===== src/rtl/core/b32d_pkg.sv =====
package b32d_pkg;

  // command codes
  localparam logic CMD_LOAD = 1'b0;
  localparam logic CMD_READ = 1'b1;

  localparam int MIN_LEN       = 8;
  localparam int CHECKSUM_SYMS = 6;
  localparam int FIELD_W       = 7;

  // character classes
  localparam logic [7:0] CH_LOW_A   = 8'h61;
  localparam logic [7:0] CH_LOW_Z   = 8'h7a;
  localparam logic [7:0] CH_UP_A    = 8'h41;
  localparam logic [7:0] CH_UP_Z    = 8'h5a;
  localparam logic [7:0] CH_SEP     = 8'h31;
  localparam logic [7:0] CH_MIN     = 8'h21;
  localparam logic [7:0] CH_MAX     = 8'h7e;
  localparam logic [6:0] CASE_DELTA = 7'h20;

  localparam logic [255:0] CHARSET = "qpzry9x8gf2tvdw0s3jn54khce6mua7l";

  // checksum generator and residues
  localparam logic [29:0] GEN [5] = '{30'h3b6a57b2, 30'h26508e6d, 30'h1ea119fa,
                                     30'h3d4233dd, 30'h2a1462b3};
  localparam logic [29:0] RES_BECH32  = 30'h1;
  localparam logic [29:0] RES_BECH32M = 30'h2bc830a3;

  typedef enum logic [2:0] {
    ERR_NONE,
    ERR_LENGTH,
    ERR_RANGE,
    ERR_CASE,
    ERR_SEPARATOR,
    ERR_DATA_CHAR,
    ERR_CHECKSUM
  } err_t;

  typedef enum logic [2:0] {
    STEP_NONE,
    STEP_HIGH,
    STEP_ZERO,
    STEP_LOW,
    STEP_DATA
  } step_t;

  typedef enum logic [3:0] {
    S_IDLE,
    S_READ,
    S_CHECK,
    S_HIGH,
    S_ZERO,
    S_LOW,
    S_DATA,
    S_DRAIN,
    S_FINISH
  } state_t;

  typedef struct packed {
    logic       command;
    logic [7:0] char_code;
    logic       last_char;
    logic [6:0] read_index;
  } b32d_in_t;

  typedef struct packed {
    logic       is_read_reply;
    logic       valid_res;
    logic       variant;
    logic [2:0] error_code;
    logic [6:0] prefix_length;
    logic [6:0] payload_length;
    logic [6:0] read_value;
    logic       read_is_prefix;
  } b32d_out_t;

  // controller to datapath
  typedef struct packed {
    logic  load_char;
    logic  read_issue;
    logic  pass_start;
    step_t step;
    logic  emit_read;
    logic  emit_status;
  } b32d_cmd_t;

  // datapath to controller
  typedef struct packed {
    err_t early_err;
    logic at_prefix_end;
    logic at_end;
    logic out_busy;
  } b32d_stat_t;

  typedef struct packed {
    logic       ok;
    logic [4:0] val;
  } map_t;

  function automatic logic [6:0] to_lower(input logic [6:0] c);
    logic [6:0] r;
    r = c;
    if ({1'b0, c} >= CH_UP_A && {1'b0, c} <= CH_UP_Z) r = c + CASE_DELTA;
    return r;
  endfunction

  function automatic map_t map_char(input logic [6:0] c);
    map_t r;
    r = '0;
    for (int k = 0; k < 32; k++) begin
      if (CHARSET[8*(31-k) +: 8] == {1'b0, c}) begin
        r.ok  = 1'b1;
        r.val = 5'(k);
      end
    end
    return r;
  endfunction

  function automatic logic [29:0] pm_step(input logic [29:0] acc, input logic [4:0] v);
    logic [4:0]  top;
    logic [29:0] r;
    top = acc[29:25];
    r   = {acc[24:0], v};
    for (int j = 0; j < 5; j++) begin
      if (top[j]) r = r ^ GEN[j];
    end
    return r;
  endfunction

endpackage


===== src/rtl/core/b32d_ctrl.sv =====
module b32d_ctrl (
  input  logic                   clk,
  input  logic                   rst,
  input  logic                   in_valid,
  input  logic                   in_command,
  input  logic                   in_last,
  input  b32d_pkg::b32d_stat_t   stat,
  output logic                   in_ready,
  output b32d_pkg::b32d_cmd_t    cmd
);
  import b32d_pkg::*;

  state_t state, state_next;

  // state register
  always_ff @(posedge clk) begin
    if (rst) state <= S_IDLE;
    else     state <= state_next;
  end

  // next state and commands
  always_comb begin
    state_next = state;
    in_ready   = 1'b0;
    cmd        = '0;
    cmd.step   = STEP_NONE;
    case (state)
      S_IDLE: begin
        in_ready = 1'b1;
        if (in_valid) begin
          if (in_command == CMD_READ) begin
            cmd.read_issue = 1'b1;
            state_next     = S_READ;
          end else begin
            cmd.load_char = 1'b1;
            if (in_last) state_next = S_CHECK;
          end
        end
      end
      S_READ: begin
        if (!stat.out_busy) begin
          cmd.emit_read = 1'b1;
          state_next    = S_IDLE;
        end
      end
      S_CHECK: begin
        if (stat.early_err != ERR_NONE) begin
          state_next = S_FINISH;
        end else begin
          cmd.pass_start = 1'b1;
          state_next     = S_HIGH;
        end
      end
      S_HIGH: begin
        cmd.step = STEP_HIGH;
        if (stat.at_prefix_end) state_next = S_ZERO;
      end
      S_ZERO: begin
        cmd.step   = STEP_ZERO;
        state_next = S_LOW;
      end
      S_LOW: begin
        cmd.step = STEP_LOW;
        if (stat.at_prefix_end) state_next = S_DATA;
      end
      S_DATA: begin
        cmd.step = STEP_DATA;
        if (stat.at_end) state_next = S_DRAIN;
      end
      S_DRAIN: begin
        state_next = S_FINISH;
      end
      S_FINISH: begin
        if (!stat.out_busy) begin
          cmd.emit_status = 1'b1;
          state_next      = S_IDLE;
        end
      end
      default: begin
        state_next = S_IDLE;
      end
    endcase
  end
endmodule


===== config.mk =====
export PLATFORM = sky130hd
export DESIGN_NAME = b32d_ctrl
export DESIGN_NICKNAME = d
export VERILOG_FILES = /design/src/rtl/core/b32d_pkg.sv /design/src/rtl/core/b32d_ctrl.sv
export SDC_FILE = /design/constraint.sdc
export NUM_CORES = 1
export LEC_CHECK = 0
export BUFFER_PORTS_ARGS = -buffer_cell sky130_fd_sc_hd__buf_2
export CORE_AREA = 5 5 42 44
export DETAILED_ROUTE_END_ITERATION = 8
export DIE_AREA = 0 0 47 49
export PLACE_DENSITY = 0.62
export SYNTH_ARGS = -nofsm -noshare
export SYNTH_HDL_FRONTEND = slang
export SYNTH_SLANG_ARGS = --single-unit

===== constraint.sdc =====
create_clock -name clk -period 4.5 [get_ports clk]
set_input_delay 0.45 -clock clk [delete_from_list [all_inputs] [get_ports clk]]
set_output_delay 0.45 -clock clk [all_outputs]
set_load 0.005 [all_outputs]

======== After elaboration in Yosys (flattened, before gate mapping) ========
Cells that the tools add are included.
Widths: inputs -> output; s select.
storage, ports and cells
  register bits ........................... 4
  input bits .............................. 11
  output and inout bits ................... 9
  word-level logic and storage cells ...... 39
cells by class
  equality and inequality tests ........... 14
  mux-type cells .......................... 20
  reduce and logical (&&, ||, !) cells .... 4
operators with widths
  operator            count
  $mux 4              8
  $pmux 4 s8          1
  $eq 4x3->1 const B  4
  $pmux 3 s4          1
  $ne 2x2->1 const B  5
  $eq 4x2->1 const B  2
  $mux 1              8
  $reduce_and 6->1    1
  $eq 4x1->1 const B  1
  $eq 4x4->1 const B  1
  $logic_not 4->1     1
  $mux 2              2
  $ne 3x3->1 const B  1
  $reduce_bool 3->1   1
  $reduce_or 2->1     1

======== Depth between registers and ports, before layout ========
Gate-level depths: netlist of run 1.
  word-level depth ........................ 4
  depth in mapped cells ................... 5
  mapped depth without buffers ............ 4

======== Worst setup path before layout of run 1 ========
No wires, ideal clock.
  path type ............................... input -> output
  from .................................... in stat[4] (netlist name)
  to ...................................... out cmd[5] (netlist name)
  arrival ................................. 1168 ps
  required time ........................... 4050 ps
  slack ................................... 2882 ps
  stages .................................. 2
  buffers on the path ..................... 0
  cell sequence ........................... or3_1 -> nor4_1
RTL lines
  element             line            source
  start: declaration  b32d_ctrl.sv:7  input b32d_pkg::b32d_stat_t stat,
  end: declaration    b32d_ctrl.sv:9  output b32d_pkg::b32d_cmd_t cmd

==> metrics, run 1 <==
status finished clean; max-cap violation count 0; Final Slew Violations 0; post-synthesis instance total 54; reg2reg path depth 4; Most used DFF post-synth dfxtp_1; final period utilization 44.9%; DR pass1 iterations 4; WL/cell approximately 11 um; number of buffers created by CTS 3; starting density of the core 29.4%; largest family of logic cells by synthesized area simple AND/OR/NAND/NOR gates; area grow syn2layout 27.4%; H-Tree Depth 1; number of remaining DRC errors 0; worst slack, placed 2.62 ns; final hold violation count 0; CP delay by family, top flip-flops; Critical R2R Launch state[1]$_SDFFE_PP0P_; Synth Area in XOR/XNOR 2.13%; global-route wire length before repair 1650 um; largest reg by FF count state; Worst Path Max Fanout 12; Max Root-Sink Buffers 2; largest net degree at the start of global routing 15; pwr/cell area 508 nW/um^2; die height 49 um; Clock Latency Late Sink roughly 0.23 ns; Crit Path Class reg -> out; CORE AREA 1400 sq um; DP Wirelength 791 um; library cells used by synthesis 30; CP max stage cell dfxtp_1; CP Cell Sequence nand2b_1 > nor4_1 > buf_2; CP Capture Type output pin; Endpoint, Worst Hold state[2]$_SDFFE_PP0P_; clock sink count 4; Yosys warning count 0; Yosys reg bits 4; input/output buffers 19; syn_nets 65; # setup viols final 0; mux contribution to synthesized area 4.86%; WHS Path Cells 2; Adder-Cell Fraction of Synth Area 0%; die area 2300 sq um; Via density 5.03; row count 14; crit-path max cell delay approximately 0.61 ns; Top Registers state: 4 flops; Hold Crit Start rst; Worst-path clk slew about 0.04 ns; remaining antenna violation count 0; minimum clock period 2.02 ns; Lkg Pwr 0.230 nW; WP data arrival 1.57 ns; Syn Area/Cell 7.62 sq um; Fin Setup TNS 0 ns; GRT Overall Usage 9.78%; post-synthesis compound-gate area fraction a little over a fifth; Max Freq 495 MHz; n_diodes 0; total grt overflow 0; Root Buffer clkbuf_4; RSZ-0062 raised after global routing no; Worst R2R End state[2]$_SDFFE_PP0P_; Final #Nets 85; Min-Delay Path Class in -> reg; final worst setup slack around 2.5 ns; R2R setup slack 2.71 ns; vias 443; antenna violations before repair 0; synthesized area between 400 and 500 sq um; CTS tree done; CTS Hold Buffers Added 0; vias in the first global route 412; IO Pins 20; DR iter-0 viols 11; Largest register FFs 4; number of synthesized flops with an enable pin 0; PostCTS Resize Cnt 0; CP startpoint kind flop; WL final around 1000 um; setup bufs post-CTS 0; Final Skew about 0.0039 ns; Rel. slew slack 67.0%; routability cong. about 0.73; ys async rst share 0%; Die Width 47 um; CP Data Required Time 4.05 ns; Seq/Total Area, Yosys 19.5%; worst vdd ir 233 uV; actual slew at the worst max-slew pin 0.494 ns; layout cells sized above 1 34.7%; CP bufs+invs 1; Simple-Gate Fraction of Synth Area 43.5%
## area by class of cell
class | count | area [sq um]
clock buffers | 3 | 22.5
fillers | 172 | 877
inverters | 3 | 11.3
multi-input cells | 43 | 295
flip-flops and latches | 4 | 80.1
well taps | 16 | 20.0
repair buffers | 19 | 95.1
## synthesized netlist by cell type (all sizes together) (2+ instances only)
master	instances	share of area (%)
nand2	5	4.6
nor2	5	4.6
dfxtp	4	19
nand2b	4	6.1
buf	3	5.2
inv	3	2.7
nor4	3	6.1
o21ai	3	3.6
a211oi	2	4.9
a21oi	2	2.4
and3	2	3.0
mux2i	2	4.9
nor2b	2	3.0
nor4b	2	7.9
or3	2	3.0
## per-layer routing
layer / global-route usage [%] / up-vias / part of all wire (%)
met5: 0 / - / 0
met4: 4.15 / 0 / 0
met3: 4.43 / 0 / 8.4
met2: 13.3 / 13 / 47
met1: 12.9 / 196 / 44
li1: - / 234 / -
## where the power goes
part | internal, mW | leakage, nW | switching, mW
clock network | 0.0298 | 0.0138 | 0.0139
logic | 0.0756 | 0.184 | 0.0605
registers | 0.0466 | 0.0327 | 0.0399
## stage by stage
step	util [%]	instance area, sq um	power [mW]	hold slack [ns]	std cells
after CTS	37.4	524	0.270	0.404	88
after detailed placement	35.8	502	0.224	0.644	85
after global placement	35.8	502	0.223	0.646	85
after global routing	37.4	524	0.293	0.399	88
after floorplan	-	412	0.189	0.511	54
final	37.4	524	0.266	0.407	88
## kinds of logic (layout without fill, tap and decap cells)
logic type / after synthesis / count (layout)
compound gates: 12 / 12
buf+inv: 7 / 25
flops: 4 / 4
simple gates: 28 / 28
xor+xnor: 1 / 1
mux: 2 / 2
## cells in the final DEF, fill, tap and decap left out, types with 2 or more instances in the layout
cell,n
a21oi_1,2
and3_1,2
buf_2,19
clkbuf_4,3
dfxtp_1,4
inv_1,3
mux2i_1,2
nand2_1,5
nand2b_1,4
nor2_1,5
nor2b_1,2
nor4_1,2
o21ai_0,2
or3_1,2
## how the worst max path moves through the flow
stage / endpoint / startpoint / depth (start not counted)
finish: cmd[5] / state[1]$_SDFFE_PP0P_ / 3
floorplan: cmd[5] / stat[4] / 2
CTS: cmd[5] / state[1]$_SDFFE_PP0P_ / 3
global placement: cmd[5] / stat[4] / 4
global route: cmd[5] / state[1]$_SDFFE_PP0P_ / 3
detailed placement: cmd[5] / stat[4] / 4
Note: power is estimated with default switching activity, not from simulation.
==> run 2, diff against run 1 <==
==> constraint.sdc (replaced) <==
create_clock -name clk -period 2.1 [get_ports clk]
set_input_delay 0.21 -clock clk [delete_from_list [all_inputs] [get_ports clk]]
set_output_delay 0.21 -clock clk [all_outputs]
set_load 0.005 [all_outputs]
==> run 2 against run 1 <==
  * Die area stayed put
  * Critical path depth grew 1
  * Largest cell class unchanged
  * Combinational power grew 120%
  * Non-clock buffer count increased by 1
  * Cell count rose by 1.1%
  * Critical path type is now reg -> reg
  * Setup slack worse by 2.2 ns
  * Critical endpoint is now state[2]$_SDFFE_PP0P_
  * Clock skew down 0.0026 ns
  * Largest power group unchanged
==> metrics, run 2 (same netlist as run 1, synthesis figures left out) <==
reg2reg path depth 4 (unchanged); minimum clock period 1.80 ns; RSZ-0062 raised after global routing no; dpl cells 86 (+1.2%); clock sink count 4 (unchanged); row count 14 (unchanged); routability cong. 0.733 (+0.37%); DR pass1 iterations 4 (unchanged); remaining antenna violation count 0 (unchanged); starting density of the core 29.4% (unchanged); n_diodes 0 (unchanged); WL/cell 11.5 um (+1.6%); layout cells sized above 1 35.6% (+0.89 points); CP Data Required Time 2.25 ns (-1.80 ns); number of buffers created by CTS 3 (unchanged); pwr/cell area 1090 nW/um^2 (+110%); setup bufs post-CTS 0 (unchanged); die area 2300 sq um (unchanged); DP Wirelength 798 um (+0.90%); final period utilization 85.8%; largest reg by FF count state; Worst Path Max Fanout 12 (unchanged); H-Tree Depth 1 (unchanged); Lkg Pwr 0.236 nW (+2.3%); actual slew at the worst max-slew pin 0.495 ns (+0.000502 ns); area grow syn2layout 29.2%; Crit Path Class reg -> reg; Worst Setup SP state[1]$_SDFFE_PP0P_; Via density 5.01 (-0.45%); sequential cell area 80.1 sq um (unchanged); CP startpoint kind flop; Max Root-Sink Buffers 2 (unchanged); IO Pins 20 (unchanged); Final Slew Violations 0 (unchanged); antenna violations before repair 0 (unchanged); WP data arrival 1.95 ns (+0.38 ns); CP max stage cell dfxtp_1; Critical path destination state[2]$_SDFFE_PP0P_; area of the multi-input gates 295 sq um (unchanged); Final #Nets 86 (+1.2%); commonest cells after routing, fill and taps aside buf_2 (19), nor2_1 (5), nand2_1 (5); fillers 159 (-7.6%); largest net degree at the start of global routing 15 (unchanged); vias in the first global route 377 (-8.5%); vias 446 (+0.68%); Min-Delay Path Class in -> reg; status finished clean; Layout Cells excl Fill 89 (+1.1%); DR iter-0 viols 8 (-3); Fin Setup TNS 0 ns (unchanged); Top Registers state: 4 flops; CTS tree done; input/output buffers 19 (unchanged); Worst-path clk slew 0.04 ns (about the same); CP Cell Sequence nor4_2 > a22o_1 > or4_1 > a211oi_2; global-route wire length before repair 1670 um (+1.2%); Rel. slew slack 67.0% (about the same); R2R setup slack 0.30 ns (-2.41 ns); Largest register FFs 4 (unchanged); Die Width 47 um (unchanged); total grt overflow 0 (unchanged); Max Freq 555 MHz; Clock Latency Late Sink 0.23 ns (about the same); die height 49 um (unchanged); final hold violation count 0 (unchanged); number of remaining DRC errors 0 (unchanged); crit-path max cell delay 0.62 ns (about the same); # setup viols final 0 (unchanged); CORE AREA 1400 sq um (unchanged); Critical R2R Launch state[1]$_SDFFE_PP0P_; commonest non-fill, non-tap cell in the layout buf_2; CTS Hold Buffers Added 0 (unchanged); Root Buffer clkbuf_4; Worst R2R End state[2]$_SDFFE_PP0P_; GRT Overall Usage 9.43% (-0.35 points); PostCTS Resize Cnt 0 (unchanged); max-cap violation count 0 (unchanged); Final Skew 0.00129 ns (-0.00258 ns); worst vdd ir 555 uV (+140%); CP Capture Type flop; WL final 1020 um (+2.7%)
[run 2: cell count changes in the layout (fill, tap and decap cells not counted)]
cell and change:
buf_4 +1
[run 2: per-stage QoR]
step	cell area [sq um]	hold WS [ns]	utilization [%]	power (mW)	setup slack [ns]
after detailed placement	509	0.410	36.3	0.486	0.318
after global placement	509	0.412	36.3	0.487	0.311
final	532	0.176	37.9	0.577	0.297
after global routing	532	0.171	37.9	0.631	0.158
after floorplan	412	0.275	-	0.406	0.536
after CTS	532	0.165	37.9	0.583	0.283
[run 2: layout make-up]
type	count	area share [%]
clock buffers	3	4.24
repair buffers	20	19.3
multi-input cells	43	55.5
inverters	3	2.12
well taps	16	3.76
flip-flops and latches	4	15.1
[run 2: worst min-delay path by stage]
stage / startpoint / endpoint / cells past startpoint
after floorplan: rst / state[2]$_SDFFE_PP0P_ / 1
after global placement: rst / state[2]$_SDFFE_PP0P_ / 2
after detailed placement: rst / state[2]$_SDFFE_PP0P_ / 2
after CTS: rst / state[2]$_SDFFE_PP0P_ / 2
after global routing: rst / state[2]$_SDFFE_PP0P_ / 2
final: rst / state[2]$_SDFFE_PP0P_ / 2
[run 2: worst max-delay path, delay by kind of cell, from the launching register on]
family / cells / cell delay, ns
flip-flops: 1 / 0.62
AO/OA/AOI/OAI: 2 / 0.45
AND/OR/NAND/NOR: 2 / 0.65
[run 2: report_power, final]
| part | switching [mW] | leakage [nW] | internal (mW) |
|---|---|---|---|
| clock | 0.0273 | 0.0138 | 0.0637 |
| sequential | 0.0812 | 0.0327 | 0.100 |
| combinational | 0.138 | 0.189 | 0.167 |
| total | 0.247 | 0.236 | 0.331 |
[run 2: per-layer routing]
layer | vias to the layer above | GRT usage [%] | share of wire (%)
met3 | 0 | 3.69 | 8.4
met5 | - | 0 | 0
met1 | 198 | 13.6 | 45
met2 | 15 | 13.3 | 47
li1 | 233 | - | -
met4 | 0 | 1.38 | 0
==> run 3, diff against run 2 <==
--- a/config.mk
+++ b/config.mk
@@ -5,11 +5,12 @@
 export SDC_FILE = /design/constraint.sdc
 export NUM_CORES = 1
 export LEC_CHECK = 0
+export ABC_AREA = 1
 export BUFFER_PORTS_ARGS = -buffer_cell sky130_fd_sc_hd__buf_2
 export CORE_AREA = 5 5 42 44
 export DETAILED_ROUTE_END_ITERATION = 8
 export DIE_AREA = 0 0 47 49
-export PLACE_DENSITY = 0.62
+export PLACE_DENSITY = 0.61
 export SYNTH_ARGS = -nofsm -noshare
 export SYNTH_HDL_FRONTEND = slang
 export SYNTH_SLANG_ARGS = --single-unit
==> run 3 against run 2 <==
  * Maximum frequency is 22% higher
  * Largest cell class unchanged
  * Largest power group unchanged
  * Setup slack gained 0.33 ns
  * First-iteration DRC count down 50%
  * Power increased by 3.6%
  * Synthesized cell count grew 28%
  * Sequential power is 25% lower
  * Flip-flop and latch count is the same
==> metrics, run 3 <==
status finished clean; RSZ-0062 raised after global routing no; setup bufs post-CTS 0 (unchanged); area grow syn2layout 34.5%; antenna violations before repair 0 (unchanged); n_diodes 0 (unchanged); CORE AREA 1400 sq um (unchanged); Critical path destination cmd[7]; syn_nets 80 (+23%); Top Registers state: 4 flops; Clock Latency Late Sink 0.23 ns (about the same); IO Pins 20 (unchanged); WP data arrival 1.27 ns (-0.68 ns); Lkg Pwr 0.318 nW (+35%); final hold violation count 0 (unchanged); largest reg by FF count state; die area 2300 sq um (unchanged); Worst Path Max Fanout 5 (-7); GRT Overall Usage 9.01% (-0.42 points); library cells used by synthesis 15 (-50%); CTS tree done; CP Data Required Time 1.89 ns (-0.36 ns); final worst setup slack 0.623 ns (+0.326 ns); remaining antenna violation count 0 (unchanged); CP startpoint kind flop; Fin Setup TNS 0 ns (unchanged); total grt overflow 0 (unchanged); die height 49 um (unchanged); Largest register FFs 4 (unchanged); # setup viols final 0 (unchanged); Min-Delay Path Class in -> reg; CTS Hold Buffers Added 0 (unchanged); Crit Path Class reg -> out; layout cells sized above 1 42.9% (+7.2 points); R2R setup slack 0.88 ns (+0.58 ns); Most used DFF post-synth dfxtp_1; input/output buffers 19 (unchanged); Critical R2R Launch state[1]$_SDFFE_PP0P_; WL final 887 um (-13%); actual slew at the worst max-slew pin 0.273 ns (-0.222 ns); Max Freq 677 MHz (+22%); Worst-path clk slew 0.04 ns (about the same); largest net degree at the start of global routing 9 (-6); vias in the first global route 413 (+9.5%); commonest non-fill, non-tap cell in the layout buf_2; commonest cells after routing, fill and taps aside buf_2 (19), nor2_1 (16), nand2_1 (15); starting density of the core 28.5% (-0.89 points); Worst Setup SP state[1]$_SDFFE_PP0P_; worst slack, placed 0.865 ns (+0.547 ns); number of synthesized flops with an enable pin 0 (unchanged); post-synthesis instance total 69 (+28%); clock sink count 4 (unchanged); Root Buffer clkbuf_4; synthesized area 399 sq um (-3.0%); pwr/cell area 1110 nW/um^2 (+2.6%); Seq/Total Area, Yosys 20.1% (+0.61 points); H-Tree Depth 1 (unchanged); DR iter-0 viols 4 (-4); reg2reg path depth 9 (+5); max-cap violation count 0 (unchanged); Max Root-Sink Buffers 2 (unchanged); final period utilization 70.3% (-16 points); row count 14 (unchanged); Yosys reg bits 4 (unchanged); Rel. slew slack 81.6% (+15 points); number of remaining DRC errors 0 (unchanged); Final Skew 0.0000774 ns (-0.00121 ns); cell taking the most area after synthesis dfxtp_1; Via density 4.33 (-14%); Yosys top cell area share 20.1% (+0.61 points); Syn Area/Cell 5.78 sq um (-24%); Die Width 47 um (unchanged); Final #Nets 104 (+21%); Final Slew Violations 0 (unchanged); ys async rst share 0% (unchanged); routability cong. 0.759 (+3.6%); CP Capture Type output pin; top post-synthesis cells by area dfxtp_1 (20%), nor2_1 (15%), nand2_1 (14%), nor2_4 (8.5%), nand2_2 (7.8%); DP Wirelength 784 um (-1.8%); PostCTS Resize Cnt 0 (unchanged); Yosys warning count 0 (unchanged); synth cell count leaders nor2_1 (16), nand2_1 (15), inv_1 (8); vias 463 (+3.8%); DR pass1 iterations 2 (-2); Final Power 0.598 mW (+3.6%); minimum clock period 1.48 ns (-0.326 ns); fillers 171 (+7.5%); count leader, synth nor2_1; Worst R2R End state[1]$_SDFFE_PP0P_; global-route wire length before repair 1520 um (-9.0%); number of buffers created by CTS 3 (unchanged); worst vdd ir 412 uV (-26%); WL/cell 8.29 um (-28%)
run 3: cell count changes after synthesis, sizes merged, moves of 2 or more:
cell | previous run | this run
nor2b | 2 | 0
mux2i | 2 | 0
or3 | 2 | 0
nand2 | 5 | 20
nor4b | 2 | 0
buf | 3 | 0
nand2b | 4 | 0
and3 | 2 | 0
a211oi | 2 | 0
a21oi | 2 | 0
nor4 | 3 | 0
inv | 3 | 12
nor2 | 5 | 23
nand3 | 0 | 4
run 3: final cells by class:
class                      instances  area (sq um)  share of cell area [%]
clock buffer                       3          22.5                    4.20
inverter                          12          45.0                    8.39
multi-input combinational         53           274                    51.0
sequential                         4          80.1                    14.9
tap                               16          20.0                    3.73
timing repair buffer              19          95.1                    17.7
run 3: worst min-delay path by stage:
stage | startpoint | end | slack [ns] | depth (start not counted)
6_report | rst | state[2]$_SDFFE_PP0P_ | 0.25 | 4
5_1_grt | rst | state[1]$_SDFFE_PP0P_ | 0.30 | 4
4_1_cts | rst | state[2]$_SDFFE_PP0P_ | 0.25 | 4
3_5_place_dp | rst | state[0]$_SDFFE_PP0P_ | 0.50 | 4
3_3_place_gp | rst | state[3]$_SDFFE_PP0P_ | 0.50 | 4
2_1_floorplan | rst | state[3]$_SDFFE_PP0P_ | 0.39 | 3
run 3: where the power goes:
| group | internal, mW | leakage, nW | switching (mW) |
|---|---|---|---|
| Combinational | 0.148 | 0.271 | 0.221 |
| Clock | 0.0638 | 0.0138 | 0.0304 |
| Sequential | 0.102 | 0.0331 | 0.0328 |
| Total | 0.314 | 0.318 | 0.284 |
run 3: cells by family after synthesis:
logic type,after synthesis,share of synthesized area [%]
simple gates,49,62.7
buf+inv,12,11.3
flops,4,20.1
compound gates,4,5.96
run 3: metal layers:
| metal | wire [um] | share of wire [%] | vias up | GRT usage (%) |
|---|---|---|---|---|
| met5 | 0 | 0 | - | 0 |
| met4 | 29 | 3.3 | 0 | 8.29 |
| met3 | 44 | 5.0 | 3 | 1.11 |
| met2 | 464 | 52 | 11 | 14.7 |
| met1 | 348 | 39 | 195 | 9.21 |
| li1 | - | - | 254 | - |
run 3: critical path, cell delays in order (launching register included):
cell and delay [ns]:
dfxtp_1 0.34, nor2_1 0.18, nand2_2 0.09, or2_1 0.23, nor2_1 0.08, buf_2 0.11
run 3: per-stage QoR:
step	instances	hold WS (ns)	utilization, %	instance area (sq um)
after floorplan	69	0.389	-	399
after global placement	104	0.502	36.7	514
after detailed placement	104	0.504	36.7	514
after CTS	107	0.251	38.3	537
after global routing	107	0.297	38.3	537
final	107	0.254	38.3	537
